--- src/rtl/sltb_pkg.sv ---
package sltb_pkg;

   // Operation codes carried by req_op.
   typedef enum logic [1:0] {
      OP_INSERT = 2'd0,
      OP_LOCATE = 2'd1,
      OP_READ   = 2'd2,
      OP_SPLIT  = 2'd3
   } op_type;

   // Status codes carried by rsp_status.
   localparam logic [1:0] ST_OK      = 2'd0;
   localparam logic [1:0] ST_FULL    = 2'd1;
   localparam logic [1:0] ST_MISSING = 2'd2;

   // Fixed field widths of the request and response words.
   localparam int KEY_W   = 32;
   localparam int RID_W   = 32;
   localparam int INDEX_W = 5;
   localparam int OUTIX_W = 6;
   localparam int LIMIT_W = 5;

   // Reset value of the capacity limit register.
   localparam logic [LIMIT_W-1:0] LIMIT_RESET = 5'd31;

endpackage

--- src/rtl/sltb_ram.sv ---
module sltb_ram #(
   parameter int WIDTH  = 64,
   parameter int DEPTH  = 32,
   parameter int ADDR_W = $clog2(DEPTH)
) (
   input  logic              clock,
   input  logic              wr_en,
   input  logic [ADDR_W-1:0] wr_addr,
   input  logic [WIDTH-1:0]  wr_data,
   input  logic              rd_en,
   input  logic [ADDR_W-1:0] rd_addr,
   output logic [WIDTH-1:0]  rd_data
);

   logic [WIDTH-1:0] mem [DEPTH];

   // One write port and one registered read port.
   always_ff @(posedge clock) begin
      if (wr_en) begin
         mem[wr_addr] <= wr_data;
      end
      if (rd_en) begin
         rd_data <= mem[rd_addr];
      end
   end

endmodule

--- src/rtl/sorted_leaf_key_table.sv ---
// Sorted leaf key table: one B+ tree leaf of (key, record id) pairs in one RAM.
// Insert shifts larger keys up from the top, then places the new pair; locate scans up
// from entry 0; insert-and-split then streams the back half one word per cycle.
// One request at a time; busy is high until the last word is issued.
// The insert cost is set by the shift walk through the single read/write RAM port pair.
// Reset (synchronous, active high) empties the table and sets the limit to 31.
module sorted_leaf_key_table #(
   parameter int MAX_KEYS = 31,
   parameter int RID_BITS = 32
) (
   input  logic                          clock,
   input  logic                          reset,
   input  logic                          start,
   output logic                          busy,
   input  logic [1:0]                    req_op,
   input  logic signed [sltb_pkg::KEY_W-1:0] req_key,
   input  logic [sltb_pkg::RID_W-1:0]    req_record_id,
   input  logic [sltb_pkg::INDEX_W-1:0]  req_index,
   output logic                          rsp_valid,
   output logic [1:0]                    rsp_status,
   output logic [sltb_pkg::OUTIX_W-1:0]  rsp_out_index,
   output logic signed [sltb_pkg::KEY_W-1:0] rsp_out_key,
   output logic [sltb_pkg::RID_W-1:0]    rsp_out_record_id,
   output logic                          rsp_last,
   input  logic                          csr_write_en,
   input  logic [sltb_pkg::LIMIT_W-1:0]  csr_write_data
);

   import sltb_pkg::*;

   localparam int DEPTH = MAX_KEYS + 1;
   localparam int AW    = $clog2(DEPTH);
   localparam int CW    = $clog2(DEPTH + 1);
   localparam int LW    = (CW > OUTIX_W) ? CW : OUTIX_W;
   localparam int DW    = KEY_W + RID_BITS;

   typedef enum logic [2:0] {
      S_IDLE,
      S_INS_SCAN,
      S_INS_PLACE,
      S_LOC_SCAN,
      S_RD_WAIT,
      S_SPL_START,
      S_SPL_EMIT
   } state_type;

   state_type             state_ff, state_in;
   logic [CW-1:0]         count_ff, count_in;
   logic [AW-1:0]         ptr_ff, ptr_in;
   logic [LIMIT_W-1:0]    limit_ff, limit_in;
   logic                  split_ff, split_in;
   logic signed [KEY_W-1:0] key_ff, key_in;
   logic [RID_BITS-1:0]   rid_ff, rid_in;

   logic                  rsp_valid_ff, rsp_valid_in;
   logic [1:0]            rsp_status_ff, rsp_status_in;
   logic [OUTIX_W-1:0]    rsp_index_ff, rsp_index_in;
   logic signed [KEY_W-1:0] rsp_key_ff, rsp_key_in;
   logic [RID_W-1:0]      rsp_rid_ff, rsp_rid_in;
   logic                  rsp_last_ff, rsp_last_in;

   logic                  wr_en;
   logic [AW-1:0]         wr_addr;
   logic [DW-1:0]         wr_data;
   logic                  rd_en;
   logic [AW-1:0]         rd_addr;
   logic [DW-1:0]         rd_data;

   logic signed [KEY_W-1:0] rd_key;
   logic [RID_BITS-1:0]   rd_rid;
   logic [63:0]           req_rid_ext;
   logic [63:0]           rd_rid_ext;
   logic [LW-1:0]         lim_w;
   logic                  full;
   logic [AW-1:0]         front;

   // Entry table: key in the upper bits, record id in the lower bits.
   sltb_ram #(
      .WIDTH (DW),
      .DEPTH (DEPTH),
      .ADDR_W(AW)
   ) u_ram (
      .clock  (clock),
      .wr_en  (wr_en),
      .wr_addr(wr_addr),
      .wr_data(wr_data),
      .rd_en  (rd_en),
      .rd_addr(rd_addr),
      .rd_data(rd_data)
   );

   // Field views and the record id fitted to the stored width.
   assign rd_key      = rd_data[DW-1 -: KEY_W];
   assign rd_rid      = rd_data[RID_BITS-1:0];
   assign req_rid_ext = {32'd0, req_record_id};
   assign rd_rid_ext  = 64'(rd_rid);

   // The node is full once the count passes the usable limit.
   assign lim_w = (LW'(limit_ff) < LW'(MAX_KEYS)) ? LW'(limit_ff) : LW'(MAX_KEYS);
   assign full  = LW'(count_ff) > lim_w;
   assign front = AW'(count_ff >> 1);

   assign busy              = (state_ff != S_IDLE);
   assign rsp_valid         = rsp_valid_ff;
   assign rsp_status        = rsp_status_ff;
   assign rsp_out_index     = rsp_index_ff;
   assign rsp_out_key       = rsp_key_ff;
   assign rsp_out_record_id = rsp_rid_ff;
   assign rsp_last          = rsp_last_ff;

   // Sequencer: walks the table through the RAM one entry per cycle.
   always_comb begin
      logic ins_done;
      ins_done      = 1'b0;
      state_in      = state_ff;
      count_in      = count_ff;
      ptr_in        = ptr_ff;
      limit_in      = csr_write_en ? csr_write_data : limit_ff;
      split_in      = split_ff;
      key_in        = key_ff;
      rid_in        = rid_ff;
      rsp_valid_in  = 1'b0;
      rsp_status_in = rsp_status_ff;
      rsp_index_in  = rsp_index_ff;
      rsp_key_in    = rsp_key_ff;
      rsp_rid_in    = rsp_rid_ff;
      rsp_last_in   = rsp_last_ff;
      wr_en         = 1'b0;
      wr_addr       = ptr_ff;
      wr_data       = {key_ff, rid_ff};
      rd_en         = 1'b0;
      rd_addr       = ptr_ff;

      unique case (state_ff)
         S_IDLE: begin
            if (start) begin
               key_in   = req_key;
               rid_in   = req_rid_ext[RID_BITS-1:0];
               split_in = (op_type'(req_op) == OP_SPLIT);
               unique case (op_type'(req_op)) inside
                  OP_INSERT, OP_SPLIT: begin
                     if (full) begin
                        rsp_valid_in  = 1'b1;
                        rsp_status_in = ST_FULL;
                        rsp_index_in  = '0;
                        rsp_key_in    = '0;
                        rsp_rid_in    = '0;
                        rsp_last_in   = 1'b1;
                     end else if (count_ff == '0) begin
                        ptr_in   = '0;
                        state_in = S_INS_PLACE;
                     end else begin
                        // Start the shift walk from the top entry.
                        ptr_in   = AW'(count_ff);
                        rd_en    = 1'b1;
                        rd_addr  = AW'(count_ff - CW'(1));
                        state_in = S_INS_SCAN;
                     end
                  end
                  OP_LOCATE: begin
                     if (count_ff == '0) begin
                        rsp_valid_in  = 1'b1;
                        rsp_status_in = ST_MISSING;
                        rsp_index_in  = '0;
                        rsp_key_in    = '0;
                        rsp_rid_in    = '0;
                        rsp_last_in   = 1'b1;
                     end else begin
                        ptr_in   = '0;
                        rd_en    = 1'b1;
                        rd_addr  = '0;
                        state_in = S_LOC_SCAN;
                     end
                  end
                  OP_READ: begin
                     if (LW'(req_index) < LW'(count_ff)) begin
                        rd_en    = 1'b1;
                        rd_addr  = AW'(req_index);
                        state_in = S_RD_WAIT;
                     end else begin
                        rsp_valid_in  = 1'b1;
                        rsp_status_in = ST_MISSING;
                        rsp_key_in    = '0;
                        rsp_rid_in    = '0;
                        rsp_last_in   = 1'b1;
                     end
                     rsp_index_in = OUTIX_W'(req_index);
                  end
                  default: begin
                     state_in = S_IDLE;
                  end
               endcase
            end
         end

         S_INS_SCAN: begin
            // rd_data holds the entry just below the gap at ptr.
            if (rd_key > key_ff) begin
               wr_en   = 1'b1;
               wr_addr = ptr_ff;
               wr_data = rd_data;
               ptr_in  = ptr_ff - AW'(1);
               if (ptr_ff != AW'(1)) begin
                  rd_en   = 1'b1;
                  rd_addr = ptr_ff - AW'(2);
               end else begin
                  state_in = S_INS_PLACE;
               end
            end else begin
               wr_en    = 1'b1;
               wr_addr  = ptr_ff;
               ins_done = 1'b1;
            end
         end

         S_INS_PLACE: begin
            wr_en    = 1'b1;
            wr_addr  = ptr_ff;
            ins_done = 1'b1;
         end

         S_LOC_SCAN: begin
            if (rd_key == key_ff) begin
               rsp_valid_in  = 1'b1;
               rsp_status_in = ST_OK;
               rsp_index_in  = OUTIX_W'(ptr_ff);
               rsp_key_in    = '0;
               rsp_rid_in    = '0;
               rsp_last_in   = 1'b1;
               state_in      = S_IDLE;
            end else if (rd_key > key_ff) begin
               rsp_valid_in  = 1'b1;
               rsp_status_in = ST_MISSING;
               rsp_index_in  = OUTIX_W'(ptr_ff);
               rsp_key_in    = '0;
               rsp_rid_in    = '0;
               rsp_last_in   = 1'b1;
               state_in      = S_IDLE;
            end else if (CW'(ptr_ff) + CW'(1) == count_ff) begin
               rsp_valid_in  = 1'b1;
               rsp_status_in = ST_MISSING;
               rsp_index_in  = OUTIX_W'(count_ff);
               rsp_key_in    = '0;
               rsp_rid_in    = '0;
               rsp_last_in   = 1'b1;
               state_in      = S_IDLE;
            end else begin
               ptr_in  = ptr_ff + AW'(1);
               rd_en   = 1'b1;
               rd_addr = ptr_ff + AW'(1);
            end
         end

         S_RD_WAIT: begin
            rsp_valid_in  = 1'b1;
            rsp_status_in = ST_OK;
            rsp_key_in    = rd_key;
            rsp_rid_in    = rd_rid_ext[RID_W-1:0];
            rsp_last_in   = 1'b1;
            state_in      = S_IDLE;
         end

         S_SPL_START: begin
            // The count already includes the new pair; the back half starts at front.
            ptr_in   = front;
            rd_en    = 1'b1;
            rd_addr  = front;
            state_in = S_SPL_EMIT;
         end

         S_SPL_EMIT: begin
            rsp_valid_in  = 1'b1;
            rsp_status_in = ST_OK;
            rsp_index_in  = OUTIX_W'(ptr_ff - front);
            rsp_key_in    = rd_key;
            rsp_rid_in    = rd_rid_ext[RID_W-1:0];
            if (CW'(ptr_ff) == count_ff - CW'(1)) begin
               rsp_last_in = 1'b1;
               count_in    = count_ff >> 1;
               state_in    = S_IDLE;
            end else begin
               rsp_last_in = 1'b0;
               ptr_in      = ptr_ff + AW'(1);
               rd_en       = 1'b1;
               rd_addr     = ptr_ff + AW'(1);
            end
         end

         default: begin
            state_in = S_IDLE;
         end
      endcase

      // The new pair is in place: count it and report or start the split run.
      if (ins_done) begin
         count_in = count_ff + CW'(1);
         if (split_ff) begin
            state_in = S_SPL_START;
         end else begin
            rsp_valid_in  = 1'b1;
            rsp_status_in = ST_OK;
            rsp_index_in  = OUTIX_W'(ptr_ff);
            rsp_key_in    = '0;
            rsp_rid_in    = '0;
            rsp_last_in   = 1'b1;
            state_in      = S_IDLE;
         end
      end
   end

   // State, control and the response word register.
   always_ff @(posedge clock) begin
      if (reset) begin
         state_ff     <= S_IDLE;
         count_ff     <= '0;
         limit_ff     <= LIMIT_RESET;
         rsp_valid_ff <= 1'b0;
      end else begin
         state_ff     <= state_in;
         count_ff     <= count_in;
         limit_ff     <= limit_in;
         rsp_valid_ff <= rsp_valid_in;
      end
      ptr_ff        <= ptr_in;
      split_ff      <= split_in;
      key_ff        <= key_in;
      rid_ff        <= rid_in;
      rsp_status_ff <= rsp_status_in;
      rsp_index_ff  <= rsp_index_in;
      rsp_key_ff    <= rsp_key_in;
      rsp_rid_ff    <= rsp_rid_in;
      rsp_last_ff   <= rsp_last_in;
   end

endmodule

--- config.mk ---
export PLATFORM = sky130hd
export DESIGN_NAME = sorted_leaf_key_table
export DESIGN_NICKNAME = d
export VERILOG_FILES = /design/src/rtl/sltb_pkg.sv /design/src/rtl/sltb_ram.sv /design/src/rtl/sorted_leaf_key_table.sv
export SDC_FILE = /design/constraint.sdc
export NUM_CORES = 2
export LEC_CHECK = 0
export ABC_CLOCK_PERIOD_IN_PS = 7530
export BUFFER_PORTS_ARGS = -buffer_cell sky130_fd_sc_hd__clkbuf_2
export CAP_MARGIN = 5
export CORE_MARGIN = 2
export CORE_UTILIZATION = 50
export DETAILED_ROUTE_END_ITERATION = 10
export MAX_ROUTING_LAYER = met4
export PLACE_DENSITY = 0.76
export SYNTH_ARGS = -nofsm -noshare
export SYNTH_HDL_FRONTEND = slang
export SYNTH_HIERARCHICAL = 1
export SYNTH_SLANG_ARGS = --single-unit
--- constraint.sdc ---
create_clock -name clock -period 7.53 [get_ports clock]
set_input_delay 0.753 -clock clock [delete_from_list [all_inputs] [get_ports clock]]
set_output_delay 0.753 -clock clock [all_outputs]
set_load 0.02 [all_outputs]
== Yosys cells after proc, flatten, opt, wreduce, memory -nomap -nowiden ==
Memory sizes are Yosys's and may differ from the RTL's. A register that Yosys moved wholly into a read port is not among the register bits.
Index checks and enable logic that the tools add are counted.
Cells by class
  magnitude comparators: 4
  reduce and logical (&&, ||, !) cells: 14
  eq/ne operators: 26
  add/subtract/negate cells: 7
  muxes and demuxes: 123
Operators by type and width (count)
  $mux 32: 18
  $pmux 32 s3: 4
  $mux 64: 2
  $mux 5: 16
  $mux 6: 11
  $pmux 5 s5: 2
  $mux 3: 12
  $pmux 6 s3: 2
  $mux 1: 33
  $eq 32x32->1: 1
  $gt 32x32->1: 1
  $mux 2: 10
  $pmux 3 s6: 1
  $ne 3x3->1 const B: 5
  $pmux 5 s3: 1
  $ne 4x4->1 const B: 3
  $pmux 1 s3: 4
  $pmux 2 s3: 2
  $pmux 5 s2: 1
  $eq 3x3->1 const B: 3
  $pmux 3 s3: 1
  $reduce_and 9->1: 1
  $add 5x1->6 const B: 1
  $add 6x1->6 const B: 1
  30 further kinds: 38
Word-level totals
  memories: 1
  RAM bits: 2048
  logic and storage cells: 188
  flip-flop bits (word level): 158
  output and inout bits: 75
Memories
  u_ram.mem: depth 32, width 64, rd ports 1, clocked after Yosys merged registers in 1, write ports 1, RTL line sltb_ram.sv:15  | logic [WIDTH-1:0] mem [DEPTH];

== Longest topological paths before layout ==
  word-level depth: 9
  depth in mapped cells: 22
  mapped depth without buffers: 14

== Hierarchy ==
Netlist, hierarchy kept.
Modules (own cells, without submodules)
  sltb_ram: sequential area each 63420.8 sq um, instances 1, area each 79605.1 sq um, cells an instance 3096
  sorted_leaf_key_table: sequential area each 3863.7 sq um, instances 1, area each 8916.1 sq um, cells an instance 877

== Worst setup path before layout ==
Ideal clock, no wire load.
  kind: register -> register
  start: register u_ram.rd_data[63], read port of u_ram.mem
  end: register u_ram.rd_data[0], read port of u_ram.mem, enable pin
  data arrival time: 6.876 ns
  cell stages (with the launch flop): 10
  path slack: 0.079 ns
  clock period less this slack: 7.451 ns
  cell sequence: edfxtp_1 > ha_1 > nand4_4 > nor3_1 > a221o_1 > a2111o_1 > nand4_1 > clkbuf_1 > nand3_1 > o21ai_0
On the way
  longest elaborated chain between the ends: 4
  elaborated cells on any way between the ends: 10
  classes of those cells: 1 x order compare; 1 x eq/ne; 8 x mux
Ends and longest elaborated chain
  start, declared: RTL line sltb_ram.sv:12  | output logic [WIDTH-1:0] rd_data
  $gt 32x32->1: RTL line sorted_leaf_key_table.sv:198, sorted_leaf_key_table.sv:231
  $mux 1: RTL line sorted_leaf_key_table.sv:231  | end else if (rd_key > key_ff) begin
  $mux 1: RTL line sorted_leaf_key_table.sv:223  | if (rd_key == key_ff) begin
  $pmux 1 s5 *: RTL line sorted_leaf_key_table.sv:134  | unique case (state_ff)
  net rd_en: RTL line sorted_leaf_key_table.sv:65  | logic rd_en;
Mark *: on every way through the listed nets, which the timed path passes. The rest lies on a longest branch.
A chain may end at the register's enable or synchronous reset.

== Worst setup path after layout ==
  start: register u_ram.rd_data[63], read port of u_ram.mem
  end: register u_ram.rd_data[42], read port of u_ram.mem, data pin
On the way
  longest elaborated chain between the ends: 4
  elaborated cells on any way between the ends: 10
  classes of those cells: 1 x order compare; 1 x eq/ne; 8 x mux
Ends and longest elaborated chain
  $gt 32x32->1: RTL line sorted_leaf_key_table.sv:198, sorted_leaf_key_table.sv:231
  $mux 5 (2 in series)
  $pmux 5 s5 *: RTL line sorted_leaf_key_table.sv:134
  net rd_addr[3]: RTL line sorted_leaf_key_table.sv:66  | logic [AW-1:0] rd_addr;
Marks and branches as above.

==> Flow_metrics.wiki <==
{| class="wikitable"
! Metric !! Value
|-
| Result of the run || finished, final reports clean
|-
| Delay-heaviest family, CP || simple AND/OR/NAND/NOR gates
|-
| Overall routed net length || 231000 microns
|-
| Root buffer cell || clkbuf_16
|-
| Post-Syn Instances || 3973
|-
| Most frequent CP cell || nand4_1
|-
| Static power due to leakage || 31.5 nW
|-
| Async set or reset register ratio after synthesis || 0
|-
| Setup crit end kind || register
|-
| Cell types occupying the most area after synthesis || edfxtp_1 (74%), mux4_2 (15%), dfxtp_1 (2.0%)
|-
| Initial detailed-routing violation count || 7732
|-
| Boundary pin count || 155
|-
| Psw || 15.0 mW
|-
| TritonCTS clock tree || done
|-
| Total clock buffers created by CTS || 212
|-
| Worst reg-to-reg path cell count || 14
|-
| Reg-to-reg endpoint || u_ram/rd_data[42]
|-
| Critical path required time || 8.08 ns
|-
| Number of optimization iterations in the first detailed-route pass || 6
|-
| Hold path endpoint || rid_ff[24]
|-
| Post-route cell area || 0.0996 sq mm
|-
| Synthesis-to-layout area growth || 12.5%
|-
| Maximum buffer depth of the clock tree || 3
|-
| Startpoint type of the worst setup path || register
|-
| Share of total power in sequential cells || 0.380
|-
| Placeable core region || 0.176 sq mm
|-
| Hold Startpoint || req_record_id[24]
|-
| Clk slew on worst S/H paths || 0.06 ns
|-
| Sequential-to-total area share from yosys stat || 0.760
|-
| CP bufs+invs || 2
|-
| Antenna violations before repair || 0
|-
| Seq cells post-synth || 2270
|-
| List of cells traversed by the critical path || ha_1 > nand4_4 > nor4_1 > nand2_1 > a21o_1 > nand4_1 > and3_4 > buf_4 > a41oi_1 > nand4_1 > buf_12 > nand2b_1 > o22ai_1 > a221oi_1
|-
| Worst setup skew after layout || 0.0344 ns
|-
| Count of cell instances traversed by the critical path || 14
|-
| Minimum clock period after layout || 6.74 ns
|-
| # Post-CTS Setup Buffers || 0
|-
| Slowest cell on crit path || buf_4
|-
| Actual transition at the worst max-transition pin || 1.34 ns
|-
| # DRC || 0
|-
| Fraction of post-synthesis cell area in the top cell type by area || 0.740
|-
| Maximum resistive drop on vdd || 0.599 mV
|-
| Clock Sinks || 2270
|-
| Post-synth EDFFs || 2182
|-
| Max Slew Vio Count || 0
|-
| Worst slack after detailed placement || 0.987 ns
|-
| RSZ-0062 raised after global routing || no
|-
| Setup TNS || 0 ns
|-
| Placed instance count || 6369
|-
| Worst-skew pair later-pin latency || 0.86 ns
|-
| Worst setup path class || reg -> reg
|-
| Fraction of the cycle the final worst path needs || 0.896
|-
| Average size of a mapped cell || 22.3 sq um
|-
| Prevailing post-synth register cell || edfxtp_1
|-
| Synth area leader || edfxtp_1
|-
| Routability congestion estimate || 0.935
|-
| Top cell types by occurrence after synthesis || edfxtp_1 (2182), mux4_2 (602), mux2_2 (137), clkbuf_1 (88), dfxtp_1 (88)
|-
| PwrDens || 459 mW/mm^2
|-
| Part of the power in combinational logic || 0.389
|-
| Mean number of vias per cell || 6.59
|-
| Hold-fix buffers at CTS || 0
|-
| Unique cell type count in the Yosys netlist || 80
|-
| R2r startpoint || u_ram/rd_data[63]
|-
| Total Routing Usage GR || 0.265
|-
| Count of maximum capacitance violations || 0
|-
| Half-perimeter wire length after detailed placement || 112000 microns
|-
| # port buffers || 154
|-
| Worst slew margin relative to its limit || 0.102
|-
| Gates resized, CTS repair || 0
|-
| Max H-tree Level || 4
|-
| Count of vias placed by the detailed router || 44600
|-
| Starting utilization of the core area || 0.503
|-
| Vias in the first global route || 44200
|-
| CP Data Arrival Time || 7.29 ns
|-
| Post-detailed-route wirelength per cell || 34.1 microns
|-
| Clock network fraction of total power || 0.231
|-
| Hold violation count in the final report || 0
|-
| Path class of the lowest-slack min-delay path || in -> reg
|-
| Count of endpoints failing setup in the final report || 0
|-
| Antenna-violating nets left || 0
|-
| Final critical-path setup slack || 0.787 ns
|-
| Wire length of the first global-routing pass || 329000 microns
|-
| Overflow left after global routing || 0
|-
| Number of cells on the worst hold path || 1
|-
| Setup slack of the worst register-to-register path || 0.79 ns
|-
| Full die area || 0.180 sq mm
|-
| Switching Fraction || 0.328
|-
| Syn nets || 4111
|-
| Total standard cell area after synthesis || 0.0885 sq mm
|-
| Maximum number of pins on one net before global-route repair || 107
|-
| Highest achievable clock rate || 0.148 GHz
|-
| Crit-path max FO || 84
|-
| Horizontal extent of the die || 425 microns
|-
| Internal power || 30.7 mW
|-
| Fraction of final layout cells sized beyond drive strength 1 || 0.310
|-
| Number of standard cells in the layout, taps in and fillers out || 6772
|-
| Delay of the slowest cell on the worst path || 0.74 ns
|-
| Cell with the most instances after synthesis || edfxtp_1
|-
| Die Y || 425 microns
|-
| Number of nets in the final layout || 4381
|-
| Placement Rows || 154
|-
| Total number of yosys warnings || 6
|-
| Post-place instance area || 0.0927 sq mm
|}
## through the flow
step	total power, mW	hold WS (ns)	utilization
5_1_grt	47.3	0.0465	0.565
6_report	45.7	0.0751	0.565
3_3_place_gp	34.8	0.458	0.526
2_1_floorplan	30.3	0.446	-
4_1_cts	45.8	0.0220	0.565
3_5_place_dp	35.2	0.458	0.526
## state kept, by name (all words and copies together) (netlist names), 2 cells and up
signal / cells
count_ff: 6
key_ff: 32
limit_ff: 5
ptr_ff: 5
rid_ff: 32
rsp_out_index: 6
rsp_out_key: 32
rsp_out_record_id: 32
rsp_status: 2
state_ff: 3
u_ram/mem: 2048
u_ram/rd_data: 64
## layer usage
| metal | GRT usage | part of all wire |
|---|---|---|
| met1 | 0.358 | 0.36 |
| met2 | 0.411 | 0.49 |
| met3 | 0.0510 | 0.12 |
| met4 | 0.0842 | 0.033 |
| met5 | - | 0 |
## kinds of logic (layout without fill, tap and decap cells)
logic type	Yosys count	after routing	share of synthesized area
buffers and inverters	271	727	0.0141
adders and majority gates	58	58	0.00828
AOI/OAI and AO/OA	311	311	0.0256
xor gates and xnor gates	20	20	0.00198
other	0	3	0
DFF	2270	2270	0.760
muxes	781	781	0.175
and+or+nand+nor	262	262	0.0146
## layout by cell type, fill, tap and decap left out, types with 28 or more instances in the layout
cell,Yosys,layout
edfxtp_1,2182,2182
mux4_2,602,602
clkbuf_16,0,220
clkbuf_2,0,154
mux2_2,137,137
dfxtp_1,88,88
buf_4,19,83
nand2_1,70,70
a22o_1,67,67
inv_1,59,59
ha_1,57,57
a21oi_1,55,55
clkinv_2,0,52
clkbuf_1,88,45
nor2_1,77,44
mux2i_1,42,42
clkinv_1,2,39
o21ai_0,40,38
nor2_4,0,33
nand3_1,31,30
buf_12,0,28
## power by group through the flow
stage	Combinational [mW]	Clock [mW]	Sequential, mW
floorplan	12.9	0	17.4
global placement	17.2	0	17.6
detailed placement	17.6	0	17.6
CTS	17.8	10.7	17.4
global route	18.8	11.1	17.4
finish	17.8	10.6	17.4
## final cells by class
type                    count  area, sq um
well taps                2340         2930
repair buffers            265         1950
clock buffers             273         5780
multi-input cells        1432        20300
flip-flops and latches   2270        67300
fillers                 12400        76600
clock inverters           127         1050
diodes                      3         7.51
inverters                  62          235
## worst max-delay path by stage
stage | from | end
6_report | u_ram/rd_data[63] | u_ram/rd_data[42]
3_5_place_dp | u_ram/rd_data[63] | u_ram/rd_data[43]
4_1_cts | u_ram/rd_data[63] | u_ram/rd_data[35]
5_1_grt | u_ram/rd_data[63] | u_ram/rd_data[35]
2_1_floorplan | u_ram/rd_data[63] | u_ram/rd_data[0]
3_3_place_gp | u_ram/rd_data[63] | u_ram/rd_data[42]
## worst reg2reg max path: cells and delay by family (launching register included)
| kind | cells | cell delay, ns |
|---|---|---|
| compound gates | 4 | 1.25 |
| buf+inv | 2 | 1.27 |
| fa+ha+maj | 1 | 0.71 |
| simple gates | 7 | 2.78 |
| flops | 1 | 0.44 |
Power figures use the tool's default switching activity.
